## src/hw/rtl/assert_macros.svh

```systemverilog
// Assertion macros shared by the RTL; empty when SYNTHESIS is defined.
`ifndef ASSERT_MACROS_SVH
`define ASSERT_MACROS_SVH
`ifndef SYNTHESIS
// Check prop at every rising edge of clk, skipped while rst is high.
`define ASSERT_CLK(label, clk, rst, prop, msg) \
   label: assert property (@(posedge clk) disable iff (rst) (prop)) else $error(msg);
// Same check, not disabled by reset.
`define ASSERT_ALWAYS(label, clk, prop, msg) \
   label: assert property (@(posedge clk) (prop)) else $error(msg);
`else
`define ASSERT_CLK(label, clk, rst, prop, msg)
`define ASSERT_ALWAYS(label, clk, prop, msg)
`endif
`endif

```

## src/hw/rtl/nsls_pkg.sv

```systemverilog
`timescale 1ns / 1ps
// ----------------------------------------------------------------------------
// nsls_pkg: shared types and constants
// Phase codes, event codes, register indexes, config and result bundles.
// ----------------------------------------------------------------------------
package nsls_pkg;

   localparam int unsigned LINES       = 256;
   localparam int unsigned ROW_WORDS   = 32;
   localparam int unsigned BURST_WORDS = 2;
   localparam bit          COLOR_ENABLE = 1'b1;

   localparam logic [7:0] LINE_MAX        = 8'(LINES - 1);
   localparam logic [7:0] ROW_WORD_COUNT  = 8'(ROW_WORDS);
   localparam logic [7:0] BURST_WORD_COUNT = 8'(BURST_WORDS);
   localparam logic [7:0] REPEAT_MASK     = 8'hFF;

   localparam logic [1:0] MODE_UPDATE = 2'd0;
   localparam logic [1:0] MODE_LINE   = 2'd1;
   localparam logic [1:0] MODE_BURST  = 2'd2;

   localparam int unsigned CSR_INDEX_WIDTH = 3;
   localparam int unsigned CSR_DATA_WIDTH  = 16;

   typedef enum logic [CSR_INDEX_WIDTH-1:0] {
      CSR_EQUALIZE_WIDTH    = 3'd0,
      CSR_VSYNC_WIDTH       = 3'd1,
      CSR_HSYNC_WIDTH       = 3'd2,
      CSR_EQUALIZE_PERIOD   = 3'd3,
      CSR_LINE_PERIOD       = 3'd4,
      CSR_EQUALIZE_REPEAT   = 3'd5,
      CSR_PRE_ACTIVE_REPEAT = 3'd6,
      CSR_ACTIVE_REPEAT     = 3'd7
   } csr_index_type;

   typedef enum logic [2:0] {
      PH_EQ0  = 3'd0,
      PH_VERT = 3'd1,
      PH_EQ1  = 3'd2,
      PH_PRE  = 3'd3,
      PH_ACT  = 3'd4
   } phase_type;

   typedef struct packed {
      logic [15:0] equalize_width;
      logic [15:0] vsync_width;
      logic [15:0] hsync_width;
      logic [15:0] equalize_period;
      logic [15:0] line_period;
      logic [7:0]  equalize_repeat;
      logic [7:0]  pre_active_repeat;
      logic [7:0]  active_repeat;
   } cfg_type;

   typedef struct packed {
      logic [15:0] sync_width;
      logic [15:0] period;
      logic [7:0]  repeat_count;
      logic        draw_lock;
      logic        frame_tick;
      logic        serial_restart;
      logic        fetch_start;
      logic        fetch_from_burst;
      logic [7:0]  fetch_line;
      logic [7:0]  fetch_words;
   } result_type;

endpackage

```

## src/hw/rtl/nsls_if.sv

```systemverilog
`timescale 1ns / 1ps
// ----------------------------------------------------------------------------
// nsls_if: channel interfaces
// Event, result and register-write channels, valid/ready handshake.
// ----------------------------------------------------------------------------
interface nsls_req_if;
   logic       valid;
   logic       ready;
   logic [1:0] mode;
   logic       frame_count_enable;
   modport source (output valid, mode, frame_count_enable, input ready);
   modport sink   (input valid, mode, frame_count_enable, output ready);
endinterface

interface nsls_rsp_if;
   logic        valid;
   logic        ready;
   logic [15:0] sync_width;
   logic [15:0] period;
   logic [7:0]  repeat_count;
   logic        draw_lock;
   logic        frame_tick;
   logic        serial_restart;
   logic        fetch_start;
   logic        fetch_from_burst;
   logic [7:0]  fetch_line;
   logic [7:0]  fetch_words;
   modport source (output valid, sync_width, period, repeat_count, draw_lock,
                   frame_tick, serial_restart, fetch_start, fetch_from_burst,
                   fetch_line, fetch_words, input ready);
   modport sink   (input valid, sync_width, period, repeat_count, draw_lock,
                   frame_tick, serial_restart, fetch_start, fetch_from_burst,
                   fetch_line, fetch_words, output ready);
endinterface

interface nsls_csr_if;
   logic                                valid;
   logic                                ready;
   logic [nsls_pkg::CSR_INDEX_WIDTH-1:0] index;
   logic [nsls_pkg::CSR_DATA_WIDTH-1:0]  data;
   modport source (output valid, index, data, input ready);
   modport sink   (input valid, index, data, output ready);
endinterface

```

## src/hw/rtl/nsls_csr.sv

```systemverilog
`timescale 1ns / 1ps
// ----------------------------------------------------------------------------
// nsls_csr: configuration registers
// Timing widths, periods and repeat counts, written one beat at a time.
// ----------------------------------------------------------------------------
module nsls_csr (
   input  logic              clock,
   input  logic              reset,
   nsls_csr_if.sink          csr_chan,
   output nsls_pkg::cfg_type cfg
);

   nsls_pkg::cfg_type cfg_ff;
   nsls_pkg::cfg_type cfg_in;
   logic              write;

   assign csr_chan.ready = 1'b1;
   assign write = csr_chan.valid & csr_chan.ready;

   always_comb begin
      cfg_in = cfg_ff;
      if (write) begin
         case (nsls_pkg::csr_index_type'(csr_chan.index))
            nsls_pkg::CSR_EQUALIZE_WIDTH:    cfg_in.equalize_width = csr_chan.data;
            nsls_pkg::CSR_VSYNC_WIDTH:       cfg_in.vsync_width = csr_chan.data;
            nsls_pkg::CSR_HSYNC_WIDTH:       cfg_in.hsync_width = csr_chan.data;
            nsls_pkg::CSR_EQUALIZE_PERIOD:   cfg_in.equalize_period = csr_chan.data;
            nsls_pkg::CSR_LINE_PERIOD:       cfg_in.line_period = csr_chan.data;
            nsls_pkg::CSR_EQUALIZE_REPEAT:   cfg_in.equalize_repeat = csr_chan.data[7:0];
            nsls_pkg::CSR_PRE_ACTIVE_REPEAT: cfg_in.pre_active_repeat = csr_chan.data[7:0];
            nsls_pkg::CSR_ACTIVE_REPEAT:     cfg_in.active_repeat = csr_chan.data[7:0];
            default:                         cfg_in = cfg_ff;
         endcase
      end
   end

   always_ff @(posedge clock) begin
      if (reset) begin
         cfg_ff <= '0;
      end else begin
         cfg_ff <= cfg_in;
      end
   end

   assign cfg = cfg_ff;

endmodule

```

## src/hw/rtl/nsls_core.sv

```systemverilog
`timescale 1ns / 1ps
// ----------------------------------------------------------------------------
// nsls_core: frame sequence and fetch control
// Holds phase, row and shadow state; computes one result per stepped event.
// ----------------------------------------------------------------------------
module nsls_core (
   input  logic                 clock,
   input  logic                 reset,
   input  nsls_pkg::cfg_type    cfg,
   input  logic                 step,
   input  logic [1:0]           mode,
   input  logic                 frame_count_enable,
   output nsls_pkg::result_type result
);

   nsls_pkg::phase_type phase_ff, phase_in;
   logic [7:0]  line_index_ff, line_index_in;
   logic        second_pass_ff, second_pass_in;
   logic        burst_pending_ff, burst_pending_in;
   logic        compare_armed_ff, compare_armed_in;
   logic        lock_flag_ff, lock_flag_in;
   logic [15:0] shadow_width_ff, shadow_width_in;
   logic [15:0] shadow_period_ff, shadow_period_in;
   logic [7:0]  shadow_repeat_ff, shadow_repeat_in;
   logic        compare_hit;

   assign compare_hit = compare_armed_ff &&
                        (mode == nsls_pkg::MODE_LINE ||
                         (mode == nsls_pkg::MODE_BURST && nsls_pkg::COLOR_ENABLE));

   always_comb begin
      phase_in         = phase_ff;
      line_index_in    = line_index_ff;
      second_pass_in   = second_pass_ff;
      burst_pending_in = burst_pending_ff;
      compare_armed_in = compare_armed_ff;
      lock_flag_in     = lock_flag_ff;
      shadow_width_in  = shadow_width_ff;
      shadow_period_in = shadow_period_ff;
      shadow_repeat_in = shadow_repeat_ff;
      result           = '0;

      if (mode == nsls_pkg::MODE_UPDATE) begin
         case (phase_ff)
            nsls_pkg::PH_VERT: begin
               lock_flag_in       = 1'b0;
               compare_armed_in   = 1'b0;
               shadow_width_in    = cfg.vsync_width;
               result.frame_tick  = frame_count_enable;
               phase_in           = nsls_pkg::PH_EQ1;
            end
            nsls_pkg::PH_EQ1: begin
               shadow_width_in  = cfg.equalize_width;
               line_index_in    = '0;
               burst_pending_in = 1'b1;
               second_pass_in   = 1'b1;
               phase_in         = nsls_pkg::PH_PRE;
            end
            nsls_pkg::PH_PRE: begin
               shadow_width_in  = cfg.hsync_width;
               shadow_period_in = cfg.line_period;
               shadow_repeat_in = cfg.pre_active_repeat;
               phase_in         = nsls_pkg::PH_ACT;
            end
            nsls_pkg::PH_ACT: begin
               shadow_repeat_in = cfg.active_repeat & nsls_pkg::REPEAT_MASK;
               phase_in         = nsls_pkg::PH_EQ0;
            end
            default: begin
               // first equalize phase, also covers codes that cannot occur
               compare_armed_in = 1'b1;
               lock_flag_in     = 1'b1;
               shadow_width_in  = cfg.equalize_width;
               shadow_period_in = cfg.equalize_period;
               shadow_repeat_in = cfg.equalize_repeat;
               phase_in         = nsls_pkg::PH_VERT;
            end
         endcase
      end else if (compare_hit) begin
         result.serial_restart = 1'b1;
         if (nsls_pkg::COLOR_ENABLE && burst_pending_ff) begin
            burst_pending_in = 1'b0;
            // no burst ahead of row zero
            if (line_index_ff != '0) begin
               result.fetch_start      = 1'b1;
               result.fetch_from_burst = 1'b1;
               result.fetch_words      = nsls_pkg::BURST_WORD_COUNT;
            end
         end else begin
            burst_pending_in   = nsls_pkg::COLOR_ENABLE;
            result.fetch_start = 1'b1;
            result.fetch_line  = line_index_ff;
            result.fetch_words = nsls_pkg::ROW_WORD_COUNT;
            // show each row twice, advance after the second showing
            if (second_pass_ff) begin
               second_pass_in = 1'b0;
            end else begin
               if (line_index_ff < nsls_pkg::LINE_MAX) begin
                  line_index_in = line_index_ff + 8'd1;
               end
               second_pass_in = 1'b1;
            end
         end
      end

      result.sync_width   = shadow_width_in;
      result.period       = shadow_period_in;
      result.repeat_count = shadow_repeat_in;
      result.draw_lock    = lock_flag_in;
   end

   always_ff @(posedge clock) begin
      if (reset) begin
         phase_ff         <= nsls_pkg::PH_VERT;
         line_index_ff    <= '0;
         second_pass_ff   <= 1'b0;
         burst_pending_ff <= 1'b0;
         compare_armed_ff <= 1'b0;
         lock_flag_ff     <= 1'b0;
         shadow_width_ff  <= '0;
         shadow_period_ff <= '0;
         shadow_repeat_ff <= '0;
      end else if (step) begin
         phase_ff         <= phase_in;
         line_index_ff    <= line_index_in;
         second_pass_ff   <= second_pass_in;
         burst_pending_ff <= burst_pending_in;
         compare_armed_ff <= compare_armed_in;
         lock_flag_ff     <= lock_flag_in;
         shadow_width_ff  <= shadow_width_in;
         shadow_period_ff <= shadow_period_in;
         shadow_repeat_ff <= shadow_repeat_in;
      end
   end

endmodule

```

## src/hw/rtl/ntsc_sync_line_sequencer.sv

```systemverilog
`timescale 1ns / 1ps
// An accepted event waits in the event register until the result register can
// take its result. Throughput: one event per cycle unless results stall; each
// register holds one beat, so a stalled result blocks only once both are full.
// Reset (synchronous, active high) clears the handshake flags, the configuration
// registers and the sequence state; the next update event runs the vertical phase.
// ----------------------------------------------------------------------------
// ntsc_sync_line_sequencer: composite sync line sequencer
// Event register, sequencing core and result register around one state step.
// ----------------------------------------------------------------------------
`include "assert_macros.svh"

module ntsc_sync_line_sequencer (
   input  logic        clock,
   input  logic        reset,
   nsls_req_if.sink    req_chan,
   nsls_rsp_if.source  rsp_chan,
   nsls_csr_if.sink    csr_chan
);

   nsls_pkg::cfg_type    cfg;
   nsls_pkg::result_type result;
   nsls_pkg::result_type rsp_data_ff;

   logic       ev_valid_ff, ev_valid_in;
   logic [1:0] ev_mode_ff;
   logic       ev_count_en_ff;
   logic       rsp_valid_ff, rsp_valid_in;
   logic       ev_advance;
   logic       req_take;

   nsls_csr u_csr (
      .clock    (clock),
      .reset    (reset),
      .csr_chan (csr_chan),
      .cfg      (cfg)
   );

   nsls_core u_core (
      .clock              (clock),
      .reset              (reset),
      .cfg                (cfg),
      .step               (ev_advance),
      .mode               (ev_mode_ff),
      .frame_count_enable (ev_count_en_ff),
      .result             (result)
   );

   // advance the held event once the result register can take it
   assign ev_advance     = ev_valid_ff & (~rsp_valid_ff | rsp_chan.ready);
   assign req_chan.ready = ~ev_valid_ff | ev_advance;
   assign req_take       = req_chan.valid & req_chan.ready;
   assign ev_valid_in    = req_take | (ev_valid_ff & ~ev_advance);
   assign rsp_valid_in   = ev_advance | (rsp_valid_ff & ~rsp_chan.ready);

   always_ff @(posedge clock) begin
      if (reset) begin
         ev_valid_ff  <= 1'b0;
         rsp_valid_ff <= 1'b0;
      end else begin
         ev_valid_ff  <= ev_valid_in;
         rsp_valid_ff <= rsp_valid_in;
      end
   end

   always_ff @(posedge clock) begin
      if (req_take) begin
         ev_mode_ff     <= req_chan.mode;
         ev_count_en_ff <= req_chan.frame_count_enable;
      end
      if (ev_advance) begin
         rsp_data_ff <= result;
      end
   end

   assign rsp_chan.valid            = rsp_valid_ff;
   assign rsp_chan.sync_width       = rsp_data_ff.sync_width;
   assign rsp_chan.period           = rsp_data_ff.period;
   assign rsp_chan.repeat_count     = rsp_data_ff.repeat_count;
   assign rsp_chan.draw_lock        = rsp_data_ff.draw_lock;
   assign rsp_chan.frame_tick       = rsp_data_ff.frame_tick;
   assign rsp_chan.serial_restart   = rsp_data_ff.serial_restart;
   assign rsp_chan.fetch_start      = rsp_data_ff.fetch_start;
   assign rsp_chan.fetch_from_burst = rsp_data_ff.fetch_from_burst;
   assign rsp_chan.fetch_line       = rsp_data_ff.fetch_line;
   assign rsp_chan.fetch_words      = rsp_data_ff.fetch_words;

   `ASSERT_CLK(a_event_held, clock, reset, (ev_valid_ff && rsp_valid_ff && !rsp_chan.ready) |=> ev_valid_ff, "held event beat lost while result stalled")
   `ASSERT_CLK(a_tick_unlocked, clock, reset, (rsp_valid_ff && rsp_data_ff.frame_tick) |-> !rsp_data_ff.draw_lock, "frame tick with draw lock set")
   `ASSERT_CLK(a_words_start, clock, reset, rsp_valid_ff |-> ((rsp_data_ff.fetch_words != 8'd0) == rsp_data_ff.fetch_start), "fetch word count disagrees with fetch start")
   `ASSERT_CLK(a_start_restart, clock, reset, (rsp_valid_ff && rsp_data_ff.fetch_start) |-> rsp_data_ff.serial_restart, "fetch started without serializer restart")

endmodule

```

## src/flat_wrapper.sv

```systemverilog
// flat-port wrapper written by rule: the top's interface ports become plain ports
module ntsc_sync_line_sequencer_flat 
  (clock, reset, req_chan_valid, req_chan_mode, req_chan_frame_count_enable, req_chan_ready, rsp_chan_valid, rsp_chan_sync_width, rsp_chan_period, rsp_chan_repeat_count, rsp_chan_draw_lock, rsp_chan_frame_tick, rsp_chan_serial_restart, rsp_chan_fetch_start, rsp_chan_fetch_from_burst, rsp_chan_fetch_line, rsp_chan_fetch_words, rsp_chan_ready, csr_chan_valid, csr_chan_index, csr_chan_data, csr_chan_ready);
  nsls_req_if req_chan_i ();
  nsls_rsp_if rsp_chan_i ();
  nsls_csr_if csr_chan_i ();
  input  logic clock;
  input  logic reset;
  input wire logic [$bits(req_chan_i.valid)-1:0] req_chan_valid;
  input wire logic [$bits(req_chan_i.mode)-1:0] req_chan_mode;
  input wire logic [$bits(req_chan_i.frame_count_enable)-1:0] req_chan_frame_count_enable;
  output wire logic [$bits(req_chan_i.ready)-1:0] req_chan_ready;
  output wire logic [$bits(rsp_chan_i.valid)-1:0] rsp_chan_valid;
  output wire logic [$bits(rsp_chan_i.sync_width)-1:0] rsp_chan_sync_width;
  output wire logic [$bits(rsp_chan_i.period)-1:0] rsp_chan_period;
  output wire logic [$bits(rsp_chan_i.repeat_count)-1:0] rsp_chan_repeat_count;
  output wire logic [$bits(rsp_chan_i.draw_lock)-1:0] rsp_chan_draw_lock;
  output wire logic [$bits(rsp_chan_i.frame_tick)-1:0] rsp_chan_frame_tick;
  output wire logic [$bits(rsp_chan_i.serial_restart)-1:0] rsp_chan_serial_restart;
  output wire logic [$bits(rsp_chan_i.fetch_start)-1:0] rsp_chan_fetch_start;
  output wire logic [$bits(rsp_chan_i.fetch_from_burst)-1:0] rsp_chan_fetch_from_burst;
  output wire logic [$bits(rsp_chan_i.fetch_line)-1:0] rsp_chan_fetch_line;
  output wire logic [$bits(rsp_chan_i.fetch_words)-1:0] rsp_chan_fetch_words;
  input wire logic [$bits(rsp_chan_i.ready)-1:0] rsp_chan_ready;
  input wire logic [$bits(csr_chan_i.valid)-1:0] csr_chan_valid;
  input wire logic [$bits(csr_chan_i.index)-1:0] csr_chan_index;
  input wire logic [$bits(csr_chan_i.data)-1:0] csr_chan_data;
  output wire logic [$bits(csr_chan_i.ready)-1:0] csr_chan_ready;
  assign req_chan_i.valid = req_chan_valid;
  assign req_chan_i.mode = req_chan_mode;
  assign req_chan_i.frame_count_enable = req_chan_frame_count_enable;
  assign req_chan_ready = req_chan_i.ready;
  assign rsp_chan_valid = rsp_chan_i.valid;
  assign rsp_chan_sync_width = rsp_chan_i.sync_width;
  assign rsp_chan_period = rsp_chan_i.period;
  assign rsp_chan_repeat_count = rsp_chan_i.repeat_count;
  assign rsp_chan_draw_lock = rsp_chan_i.draw_lock;
  assign rsp_chan_frame_tick = rsp_chan_i.frame_tick;
  assign rsp_chan_serial_restart = rsp_chan_i.serial_restart;
  assign rsp_chan_fetch_start = rsp_chan_i.fetch_start;
  assign rsp_chan_fetch_from_burst = rsp_chan_i.fetch_from_burst;
  assign rsp_chan_fetch_line = rsp_chan_i.fetch_line;
  assign rsp_chan_fetch_words = rsp_chan_i.fetch_words;
  assign rsp_chan_i.ready = rsp_chan_ready;
  assign csr_chan_i.valid = csr_chan_valid;
  assign csr_chan_i.index = csr_chan_index;
  assign csr_chan_i.data = csr_chan_data;
  assign csr_chan_ready = csr_chan_i.ready;
  ntsc_sync_line_sequencer u_core (.clock(clock), .reset(reset), .req_chan(req_chan_i), .rsp_chan(rsp_chan_i), .csr_chan(csr_chan_i));
endmodule
```

## config.mk

```make
export PLATFORM = sky130hd
export DESIGN_NAME = ntsc_sync_line_sequencer_flat
export DESIGN_NICKNAME = d
export VERILOG_FILES = /design/src/hw/rtl/nsls_pkg.sv /design/src/hw/rtl/nsls_if.sv /design/src/hw/rtl/nsls_csr.sv /design/src/hw/rtl/nsls_core.sv /design/src/hw/rtl/ntsc_sync_line_sequencer.sv /design/src/flat_wrapper.sv
export VERILOG_INCLUDE_DIRS = /design/src /design/src/hw/rtl
export SDC_FILE = /design/constraint.sdc
export NUM_CORES = 1
export LEC_CHECK = 0
export ABC_AREA = 0
export ABC_CLOCK_PERIOD_IN_PS = 1850
export BUFFER_PORTS_ARGS = -buffer_cell sky130_fd_sc_hd__clkbuf_2
export CAP_MARGIN = 20
export CORE_UTILIZATION = 55
export CTS_BUF_LIST = sky130_fd_sc_hd__clkbuf_4
export DETAILED_ROUTE_END_ITERATION = 8
export HOLD_SLACK_MARGIN = 0.12
export PLACE_DENSITY = 0.78
export SLEW_MARGIN = 20
export SYNTH_ARGS = -nofsm -noshare
export SYNTH_HDL_FRONTEND = slang
export SYNTH_SLANG_ARGS = --single-unit
export TNS_END_PERCENT = 10
```

## constraint.sdc

```tcl
create_clock -name clock -period 1.85 [get_ports clock]
set_input_delay 0.0925 -clock clock [delete_from_list [all_inputs] [get_ports clock]]
set_output_delay 0.0925 -clock clock [all_outputs]
set_load 0.02 [all_outputs]
```

## Word level (Yosys, flattened, before mapping)

Cells that the tools add are included.

- Add/sub/neg operators: 1
- $lt $le $gt $ge: 1
- Eq/ne operators: 16
- Muxes and demuxes: 31
- Bitwise logic cells: 15
- Reductions and logical operators: 27

Operators with widths:

| operator | count |
|---|---|
| 8-bit 2-to-1 mux | 9 |
| 16-bit one-hot mux with 3 select lines | 1 |
| 16-bit 2-to-1 mux | 2 |
| 16-bit one-hot mux with 2 select lines | 1 |
| 8-bit one-hot mux with 3 select lines | 1 |
| 2-bit AND reduction | 10 |
| 19-bit 2-to-1 mux | 1 |
| 3-bit == test, second input constant | 5 |
| 3-bit by 2-bit == test with 1-bit output, second input constant | 4 |
| 3-bit one-hot mux with 4 select lines | 1 |
| 3-bit OR reduction | 4 |
| 1-bit 2-to-1 mux | 11 |
| 8-bit by 1-bit adder with 8-bit output, second input constant | 1 |
| 8-bit less-than comparator, second input constant | 1 |
| 8-bit nonzero test | 1 |
| 1-bit NOT | 7 |
| 3-bit by 1-bit == test with 1-bit output, second input constant | 2 |
| 2-bit by 1-bit inequality test with 1-bit output, second input constant | 3 |
| 3-bit AND reduction | 2 |
| 6-bit AND reduction | 1 |
| 1-bit bitwise AND | 4 |
| 2-bit 2-to-1 mux | 2 |
| 1-bit bitwise OR | 4 |
| 1-bit one-hot mux with 2 select lines | 2 |
| 9 further kinds | 11 |

- Flip-flop bits (word level): 225
- Bits of input ports: 27
- Output and inout port bits: 64
- Word-level logic and storage cells: 123

## Logic depth before layout (Yosys ltp)

Gate-level depths: netlist of the first run.

- Word-level depth: 6
- Depth in mapped cells: 11
- Mapped depth without buffers: 9

## Cells and area by module

Synthesis of the first run repeated with hierarchy kept, for this count alone.

- Cells, all modules: 897
- Area, all modules: 10015.9 sq um

By module, submodules not included:

| module | times used | cells each | area each (sq um) | seq. area each (sq um) |
|---|---|---|---|---|
| nsls_csr | 1 | 371 | 4107.7 | 2082.0 |
| nsls_core | 1 | 452 | 3882.5 | 1101.1 |
| ntsc_sync_line_sequencer | 1 | 74 | 2025.7 | 1961.9 |

## Least setup slack after synthesis of the first run

Ideal clock, no wire load.

- Kind: register -> register
- Start: register u_core.rsp_valid_ff, in the netlist u_core.rsp_chan.valid
- End: register u_core.rsp_data_ff (netlist bit u_core.rsp_chan.draw_lock) (enable)
- Setup time: 408 ps
- Data arrival time: 1626 ps
- Required time: 1442 ps
- Path slack: -185 ps
- Stages on the path, launching flop included: 4
- Buffers on the path: 0
- Period minus slack after synthesis: 2035 ps
- Cells stage by stage: dfxtp_1 > nand2b_1 > nand2_1 > inv_1

- Word-level cells in the longest chain between the ends: 3

Ends and longest elaborated chain:

| what | line | source |
|---|---|---|
| start: declaration | ntsc_sync_line_sequencer.sv:28 | `logic rsp_valid_ff, rsp_valid_in;` |
| start signal: assignment | ntsc_sync_line_sequencer.sv:62 | `rsp_valid_ff <= rsp_valid_in;` |
| 1-bit NOT | ntsc_sync_line_sequencer.sv:50 | `assign ev_advance = ev_valid_ff & (~rsp_valid_ff \| rsp_chan.ready);` |
| 1-bit bitwise OR | ntsc_sync_line_sequencer.sv:50 |  |
| 1-bit bitwise AND | ntsc_sync_line_sequencer.sv:50 |  |
| via u_core.ev_advance | ntsc_sync_line_sequencer.sv:29 | `logic ev_advance;` |
| end signal: assignment | ntsc_sync_line_sequencer.sv:72 | `rsp_data_ff <= result;` |
| end: declaration | ntsc_sync_line_sequencer.sv:23 | `nsls_pkg::result_type rsp_data_ff;` |

The timed path passes the listed nets, and every way through them passes these cells.
A chain may end at the register's enable or synchronous reset.

## Worst setup path after layout of the first run

- Start: register u_core.ev_mode_ff[1]
- End: register u_core.u_core.line_index_ff[5]

- Word-level cells in the longest chain between the ends: 5
- Elaborated cells between the ends (all ways): 12
- Those cells by class: eq/ne (5); mux (1); reduce/logical (6)

Ends and longest elaborated chain:

| what | line | source |
|---|---|---|
| start: declaration | ntsc_sync_line_sequencer.sv:26 | `logic [1:0] ev_mode_ff;` |
| start signal: assignment | ntsc_sync_line_sequencer.sv:68 | `ev_mode_ff <= req_chan.mode;` |
| 2-bit by 1-bit == test with 1-bit output or 2-bit == test (tied branches) | nsls_core.sv:28, nsls_core.sv:29 |  |
| 1-bit logical OR | nsls_core.sv:28 | `(mode == nsls_pkg::MODE_LINE \|\|` |
| 1-bit logical AND | nsls_core.sv:27 | `assign compare_hit = compare_armed_ff &&` |
| 2-bit nonzero test (no source line) | - |  |
| 6-bit AND reduction (no source line) | - |  |
| end signal: assignment | nsls_core.sv:125 | `line_index_ff <= line_index_in;` |
| end: declaration | nsls_core.sv:17 | `logic [7:0] line_index_ff, line_index_in;` |

Parallel ways exist; a longest one is shown, timed or not.

==> results of run 1 <==
## stage by stage
stage	instances	TNS, ns	hold WS (ns)
after floorplan	996	-0.240	0.191
after global placement	1264	-0.139	0.283
after detailed placement	1264	-1.30	0.272
after CTS	1394	-0.0498	0.135
after global routing	1394	-0.826	0.180
final	1394	-0.0967	0.168
## flip-flops by register name, summed over array words and instances, names as in the netlist, 2 cells and up
name / cells
u_core.u_csr.cfg: 104
u_core.rsp_chan.fetch_line: 8
u_core.rsp_chan.sync_width: 16
u_core.rsp_chan.period: 16
u_core.rsp_chan.fetch_words: 2
u_core.rsp_chan.repeat_count: 8
u_core.ev_mode_ff: 2
u_core.u_core.shadow_repeat_ff: 8
u_core.u_core.line_index_ff: 8
u_core.u_core.shadow_width_ff: 16
u_core.u_core.phase_ff: 3
u_core.u_core.shadow_period_ff: 16
## layout make-up
| cell class | count | share of cell area [%] |
|---|---|---|
| antenna | 1 | 0.0230 |
| clock inverter | 7 | 0.276 |
| multi-input combinational | 673 | 33.4 |
| sequential | 218 | 45.5 |
| clock buffer | 90 | 6.22 |
| timing repair buffer | 162 | 11.1 |
| inverter | 27 | 0.991 |
| tap | 216 | 2.49 |
## final timing paths
kind / startpoint / endpoint / slack [ns] / cells after the start
min reg2reg: u_core.u_csr.cfg[33] / u_core.u_csr.cfg[33] / 0.45 / 2
min: req_chan_frame_count_enable / u_core.ev_count_en_ff / 0.17 / 2
max reg2reg: u_core.ev_mode_ff[1] / u_core.u_core.line_index_ff[5] / -0.03 / 7
max: u_core.ev_mode_ff[1] / u_core.u_core.line_index_ff[5] / -0.03 / 7
## cell usage in the layout, fill, tap and decap left out, types with 8 or more instances in the layout
cell,synthesis,routed
nand2_1,237,236
dfxtp_1,161,159
a21oi_1,143,143
clkbuf_4,0,90
clkbuf_2,7,82
o21ai_0,69,69
edfxtp_1,57,57
nor2_1,44,42
a22o_1,39,39
buf_4,11,37
dlygate4sd3_1,0,31
inv_1,25,22
mux2i_1,18,18
a22oi_1,16,16
xnor2_1,10,9
nand2b_1,8,8
a21o_1,8,8
nor3_1,8,8
buf_12,0,8
## per-layer routing
metal / vias to the layer above / wire, um / GRT usage [%]
met5: - / 0 / 0
met4: 0 / 499 / 10.2
met3: 50 / 1520 / 5.82
met2: 306 / 10700 / 45.1
met1: 3599 / 9240 / 33.2
li1: 3740 / - / -
## kinds of logic after synthesis
group           synth area share, %
mux                            2.01
xor+xnor                      0.977
simple gates                   15.5
buf+inv                        5.28
compound gates                 20.6
other cells                  0.0838
fa+ha+maj                     0.419
flops                          55.1
## timing repair
| action | 4_1_cts | 5_1_grt |
|---|---|---|
| hold buffers | 33 | 0 |
| hold endpoints to repair | 134 | 0 |
| resized for setup | 8 | 9 |
| endpoints found under the setup margin | 39 | 89 |
## power groups by stage
| stage | logic, mW | registers, mW | clock network, mW |
|---|---|---|---|
| finish | 0.730 | 5.05 | 4.03 |
| detailed placement | 0.659 | 5.15 | 0 |
| global route | 0.788 | 5.06 | 4.37 |
| CTS | 0.718 | 5.04 | 4.12 |
| global placement | 0.654 | 5.15 | 0 |
| floorplan | 0.362 | 5.21 | 0 |
==> metrics, run 1 <==
post-route setup slack=-0.0294 ns; DIE AREA=around 17000 sq um; CTS max path bufs=3; Yosys top cell area share=36.0%; Leak=between 3 and 4 nW; Reg power frac=roughly half; Clk pwr share=between 40% and 50%; Psw=roughly 2.4 mW; largest net degree at the start of global routing=46; DR pass1 iterations=5; switching portion of total power=roughly 24%; WL/cell=~16 um; Multi-input gate area=about 3600 sq um; Comb pwr share=under 10%; core area=around 16000 sq um; Commonest cells post-synth=nand2_1, dfxtp_1, a21oi_1; PwrDens=approximately 900 nW/um^2; Slew Limit Fails=0; layout cells sized above 1=a little over a fifth; Post-synth EDFFs=57; IR drop worst, VDD=between 0.0006 and 0.0007 V; CTS tree=done; critical path type=flop to flop; H-tree levels=2; storage element area=between 4000 and 5000 sq um; Worst Path Buf+Inv=1; GPL Wtd Cong=about 0.84; Total GRT Usage=a little over a quarter; sequential area share after synthesis=55.1%; Die Y=between 100 and 150 um; final instance area=10900 sq um; maximum clock rate=approximately 0.53 GHz; CP Max Fanout=8; port bufs=a little over 80; initial antenna violation count=1; Mapped Area=8960 sq um; # Post-CTS Setup Buffers=0; maxcap violations=0; Tcrit/Tclk final=102%; drt via density=5.52; Req. time, crit path=~2.4 ns; post-synth top area cell=dfxtp_1; count leader, synth=nand2_1; Crit-path slowest cell=or4_4; CP delay by family, top=simple AND/OR/NAND/NOR gates; startpoint types=flop; fraction of registers with async set/reset=0%; Critical Path Max Stage Delay=around 0.52 ns; Top Ports=~90; Syn Inst Count=around 1000; dpl ws=-0.122 ns; P_int=around 7.4 mW; Clock Pin Slew Worst Setup and Hold Paths=around 0.07 ns; final hold violations=0; via count=7695; mean area per synthesized cell=about 9 sq um; total chip power=9.81 mW; failing checks=setup timing; Root Driver=clkbuf_4; DP Area=between 9000 and 10000 sq um; GR Overflow Total=0; Area contributors post-synth=dfxtp_1, edfxtp_1, nand2_1, a21oi_1, o21ai_0; fillers=1339; Routed WL=around 22 mm; first-pass GRT wire length=34.9 mm; number of global-route vias before repair=7237; worst hold path class=primary input to flop; min Tclk post-route=1.88 ns; post-DP HPWL=roughly 14 mm; Main synth FF type=dfxtp_1; Area Overhead vs Synth=21.2%; CP cell instances=inv_2 > ha_4 > nand2_2 > or4_4 > a2111oi_4 > xnor2_1 > nor2_1; FP Rows=46; unrepaired setup endpoints after global routing=true; Final ANT Viol Nets=0; TritonCTS Buffers=between 50 and 60; die width=130 um; status=finished, violations left; # setup viols final=5; Clk Latency, worst-skew pair=approximately 0.7 ns; Starting Density=between 50% and 60%; register bit count reported by yosys=218; DRC=0; worst slew pin tran=0.729 ns; slew margin rel.=a little over 50%; Layout Skew=between 0.05 and 0.06 ns; CTS sink cnt=around 220; Final Util=approximately two thirds; Starting DRT DRC Count=~640; nets=around 1200; Synthesis Warnings=0; Netlist cell types=48; Worst EP arrival=roughly 2.4 ns; Worst Setup End Kind=flop
No activity file was read; power rests on OpenSTA's default activity.
==> run 2: changes to the inputs <==
SKIP_LAST_GASP = 1   (was default)
==> run 2 against run 1 <==
Against the previous run:
- the run still ends with setup timing left
- clock power is essentially flat
- non-clock buffer count grew 4
- sequential power barely moved
- combinational power about the same
- largest cell class unchanged
==> metrics, run 2 (same netlist as run 1, synthesis figures left out) <==
port bufs=83 (unchanged); nets=1170 (+0.34%); via count=7676 (-0.25%); PwrDens=900 nW/um^2 (-0.33%); FF-to-FF Start=u_core.ev_mode_ff[1]; DRC=0 (unchanged); worst hold path class=primary input to flop; crit path to=u_core.u_core.line_index_ff[7]; CTS tree=done; CP startpoint=u_core.ev_mode_ff[1]; maxcap violations=0 (unchanged); Largest register FFs=104 (unchanged); Total GRT Usage=26.6% (about the same); DIE AREA=16800 sq um (unchanged); DP Area=9770 sq um (unchanged); CP Max Fanout=8 (unchanged); worst slew pin tran=0.745 ns (+0.0155 ns); critical path type=flop to flop; Clock Pin Slew Worst Setup and Hold Paths=0.07 ns (about the same); # setup viols final=18 (+13); Root Driver=clkbuf_4; Worst EP arrival=2.52 ns (+0.10 ns); Crit-path slowest cell=or4_4; Worst Path Buf+Inv=1 (unchanged); CP delay by family, top=simple AND/OR/NAND/NOR gates; final hold violations=0 (unchanged); flop-to-flop setup slack=-0.13 ns (-0.10 ns); WL/cell=15.7 um (-0.41%); Layout Skew=0.0458 ns (-0.0118 ns); slew margin rel.=50.2% (-1.0 points); largest net degree at the start of global routing=46 (unchanged); Tcrit/Tclk final=107% (+5.5 points); post-DP HPWL=13.6 mm (unchanged); startpoint types=flop; maximum clock rate=0.505 GHz (-5.2%); Die Y=130 um (unchanged); failing checks=setup timing; DR pass1 iterations=5 (unchanged); Final ANT Viol Nets=0 (unchanged); number of global-route vias before repair=7239 (+0.028%); H-tree levels=2 (unchanged); fillers=1333 (-0.45%); GR Overflow Total=0 (unchanged); DP Cell Count=1264 (unchanged); initial antenna violation count=1 (unchanged); Reg2Reg Depth=7 (unchanged); Routed WL=21.9 mm (-0.13%); drt via density=5.49 (-0.53%); status=finished, violations left; Starting Density=56.4% (unchanged); Leak=3.98 nW (+0.11%); CP Depth=7 (unchanged); die width=130 um (unchanged); Top Ports=91 (unchanged); Area Overhead vs Synth=21.5%; core area=15900 sq um (unchanged); GPL Wtd Cong=0.835 (unchanged); min Tclk post-route=1.98 ns (+0.102 ns); FP Rows=46 (unchanged); TritonCTS Buffers=54 (unchanged); CTS max path bufs=3 (unchanged); IR drop worst, VDD=0.000618 V (-1.2%); Critical Path Max Stage Delay=0.60 ns (+0.08 ns); Req. time, crit path=2.39 ns (about the same); Worst Setup End Kind=flop; final instance area=10900 sq um (+0.23%); Clk Latency, worst-skew pair=0.68 ns (-0.02 ns); unrepaired setup endpoints after global routing=true; post-route setup slack=-0.132 ns (-0.102 ns); Non-Filler Instances=1398 (+0.29%); CTS sink cnt=218 (unchanged); commonest non-fill, non-tap cell in the layout=nand2_1; first-pass GRT wire length=35.0 mm (about the same); most frequent cells in the layout=nand2_1, dfxtp_1, a21oi_1; Slew Limit Fails=0 (unchanged); layout cells sized above 1=21.3% (+0.098 points); Starting DRT DRC Count=561 (-13%); r2r endpoint=u_core.u_core.line_index_ff[7]; CP cell instances=inv_2 > ha_4 > nand2_2 > or4_4 > a2111oi_4 > xnor2_1 > nor2_2
## run 2: cell type report
type / instances / area, sq um / share of cell area, %
timing repair buffer: 166 / 1230 / 11.3
multi-input combinational: 673 / 3630 / 33.3
tap: 216 / 270 / 2.48
antenna: 1 / 2.50 / 0.0230
clock buffer: 90 / 676 / 6.21
inverter: 27 / 108 / 0.988
clock inverter: 7 / 30.0 / 0.276
sequential: 218 / 4940 / 45.3
## run 2: how the worst min path moves through the flow
stage / start / end / slack (ns) / depth (start not counted)
floorplan: req_chan_frame_count_enable / u_core.ev_count_en_ff / 0.19 / 0
CTS: req_chan_frame_count_enable / u_core.ev_count_en_ff / 0.13 / 2
detailed placement: req_chan_frame_count_enable / u_core.ev_count_en_ff / 0.27 / 1
global route: req_chan_frame_count_enable / u_core.ev_count_en_ff / 0.18 / 2
global placement: req_chan_frame_count_enable / u_core.ev_count_en_ff / 0.28 / 1
finish: req_chan_frame_count_enable / u_core.ev_count_en_ff / 0.17 / 2
## run 2: timing repair
action	4_1_cts	5_1_grt
pin swaps	0	7
hold endpoints to repair	134	0
setup buffers	0	3
hold buffers	33	0
gates resized for setup	2	11
setup endpoints to repair	39	106
## run 2: through the flow
step / utilization [%] / TNS, ns / setup slack [ns] / hold WS (ns) / power [mW]
global placement: 61.5 / -0.139 / -0.0564 / 0.283 / 5.80
detailed placement: 61.5 / -1.30 / -0.122 / 0.272 / 5.81
finish: 68.5 / -0.667 / -0.132 / 0.169 / 9.80
global route: 68.5 / -5.81 / -0.196 / 0.179 / 10.2
floorplan: - / -0.240 / -0.0658 / 0.191 / 5.57
CTS: 68.1 / -0.831 / -0.101 / 0.135 / 9.87
## run 2: report_power, final
part / switching, mW / leakage, nW / internal (mW) / total, mW
clock: 1.85 / 0.426 / 2.17 / 4.02
combinational: 0.477 / 1.71 / 0.256 / 0.733
sequential: 0.0482 / 1.85 / 5.00 / 5.05
total: 2.37 / 3.98 / 7.43 / 9.80
## run 2: per-layer routing
| metal | track usage, % | vias to the layer above | share of wire, % |
|---|---|---|---|
| met2 | 44.8 | 315 | 49 |
| met3 | 6.15 | 45 | 7.9 |
| li1 | - | 3748 | - |
| met5 | 0 | - | 0 |
| met1 | 33.1 | 3568 | 41 |
| met4 | 10.5 | 0 | 1.8 |
## run 2: worst register-to-register path, stage by stage (launching register included)
cell and delay [ns]:
edfxtp_1 0.39, inv_2 0.08, ha_4 0.15, nand2_2 0.06, or4_4 0.60, a2111oi_4 0.39, xnor2_1 0.17, nor2_2 0.05
==> run 3: changes to the inputs <==
CORE_MARGIN = 2   (was default)
==> run 3 against run 2 <==
Against the previous run:
- sequential cell count unchanged
- worst hold slack worse by 0.028 ns
- core utilization up 0.43 points
- the run still ends with setup timing left
- largest power group unchanged
- clock power down 4%
- power down 1.7%
- critical path depth unchanged
- first-iteration DRC count up 18%
- global-route usage down 1.8 points
- critical endpoint is now u_core.u_core.line_index_ff[5]
==> metrics, run 3 (same netlist as run 1, synthesis figures left out) <==
slew margin rel.=52.7% (+2.5 points); Total GRT Usage=24.8% (-1.8 points); Tcrit/Tclk final=103% (-3.9 points); number of global-route vias before repair=7280 (+0.57%); CP cell instances=inv_2 > ha_4 > nand2_1 > or4_4 > a2111oi_4 > xnor2_1 > nor2_1; via count=7720 (+0.57%); startpoint types=flop; GPL Wtd Cong=0.857 (+2.7%); die width=132 um (+1.5%); final hold violations=0 (unchanged); GRT met3 Usage=5.09% (-1.1 points); # Post-CTS Setup Buffers=0 (unchanged); status=finished, violations left; min Tclk post-route=1.91 ns (-0.0730 ns); worst slew pin tran=0.708 ns (-0.0368 ns); Layout Skew=0.0316 ns (-0.0142 ns); Starting DRT DRC Count=663 (+18%); CTS sink cnt=218 (unchanged); CTS tree=done; WL/cell=15.8 um (+0.57%); GR Overflow Total=0 (unchanged); storage element area=4940 sq um (unchanged); Clk Latency, worst-skew pair=0.67 ns (about the same); DP Cell Count=1266 (+0.16%); Final TNS setup=-0.265 ns (+0.402 ns); Routed WL=22.2 mm (+1.4%); maxcap violations=0 (unchanged); commonest non-fill, non-tap cell in the layout=nand2_1; Final ANT Viol Nets=0 (unchanged); busiest grt layer=met2; Leak=4.01 nW (+0.74%); met1 Use GR=32.0% (-1.1 points); DP Area=9760 sq um (-0.10%); Area Overhead vs Synth=22.3%; Crit-path slowest cell=or4_4; # setup viols final=9 (-9); Starting Density=56.4% (unchanged); CTS max path bufs=3 (unchanged); CP delay by family, top=simple AND/OR/NAND/NOR gates; layout cells sized above 1=20.2% (-1.1 points); port bufs=83 (unchanged); first-pass GRT wire length=35.4 mm (+1.1%); Worst Path Buf+Inv=1 (unchanged); fillers=1262 (-5.3%); post-route setup slack=-0.0588 ns (+0.0730 ns); nets=1186 (+1.4%); DRC=0 (unchanged); initial antenna violation count=1 (unchanged); largest net degree at the start of global routing=43 (-6.5%); worst hold path class=primary input to flop; Req. time, crit path=2.39 ns (about the same); Root Driver=clkbuf_4; failing checks=setup timing; post-DP HPWL=13.6 mm (-0.17%); Critical Path Max Stage Delay=0.54 ns (-0.06 ns); Non-Filler Instances=1410 (+0.86%); maximum clock rate=0.524 GHz (+3.8%); Worst Setup End Kind=flop; FP Rows=46 (unchanged); met2 usage=40.9% (-3.9 points); Die Y=132 um (+1.5%); most frequent cells in the layout=nand2_1, dfxtp_1, a21oi_1; TritonCTS Buffers=54 (unchanged); Hold Slack=0.141 ns (-0.0281 ns); Reg2Reg Depth=7 (unchanged); Largest register FFs=104 (unchanged); unrepaired setup endpoints after global routing=true; Clock Pin Slew Worst Setup and Hold Paths=0.07 ns (about the same); Hold Path Depth=4 (+2); Multi-input gate area=3610 sq um (-0.48%); critical path type=flop to flop; Top Ports=91 (unchanged); H-tree levels=2 (unchanged); IR drop worst, VDD=0.000655 V (+6.0%); CP Max Fanout=8 (unchanged); Slew Limit Fails=0 (unchanged); dpl ws=-0.108 ns (+0.0134 ns); PwrDens=879 nW/um^2 (-2.3%); CP Depth=7 (unchanged); final instance area=11000 sq um (+0.62%); core area=15900 sq um (unchanged); DIE AREA=17300 sq um (+3.1%); drt via density=5.48 (-0.28%); DR pass1 iterations=5 (unchanged); Worst EP arrival=2.45 ns (-0.07 ns)
[run 3: stage by stage]
step / utilization, % / power, mW
finish: 69.0 / 9.63
floorplan: - / 5.57
detailed placement: 61.4 / 5.80
global route: 69.0 / 10.0
global placement: 61.4 / 5.79
CTS: 68.9 / 9.69
[run 3: per-layer routing]
metal  share of wire [%]  wire [um]  up-vias
li1                    -          -     3764
met1                  43       9560     3646
met2                  49      10800      276
met3                 6.5       1450       34
met4                 1.9        415        0
met5                   0          0        -
[run 3: final timing paths]
kind | startpoint | endpoint | slack [ns]
worst max-delay path | u_core.ev_mode_ff[0] | u_core.u_core.line_index_ff[5] | -0.06
worst min-delay path | csr_chan_index[2] | u_core.u_csr.cfg[12] | 0.14
worst max register to register | u_core.ev_mode_ff[0] | u_core.u_core.line_index_ff[5] | -0.06
worst min register to register | u_core.u_csr.cfg[95] | u_core.u_csr.cfg[95] | 0.45
[run 3: cell type report]
cell class | instances | share of cell area [%]
sequential | 218 | 45.1
multi-input combinational | 673 | 33.0
timing repair buffer | 182 | 12.5
clock buffer | 82 | 5.62
tap | 216 | 2.47
inverter | 27 | 0.982
clock inverter | 11 | 0.411
antenna | 1 | 0.0228
[run 3: power by group]
group | switching (mW) | internal, mW
combinational | 0.478 | 0.257
clock | 1.85 | 2.00
sequential | 0.0456 | 5.00
total | 2.37 | 7.26
[run 3: tightest hold or removal path, stage by stage]
cell and delay [ns]:
clkbuf_2 0.14, nand3_1 0.32, nand2_1 0.09, a21oi_1 0.12
[run 3: timing repair]
item                                    in CTS  in global routing
hold buffers                                51                  0
hold endpoints to repair                   138                  0
gates resized for setup                      4                  4
endpoints found under the setup margin      37                 93
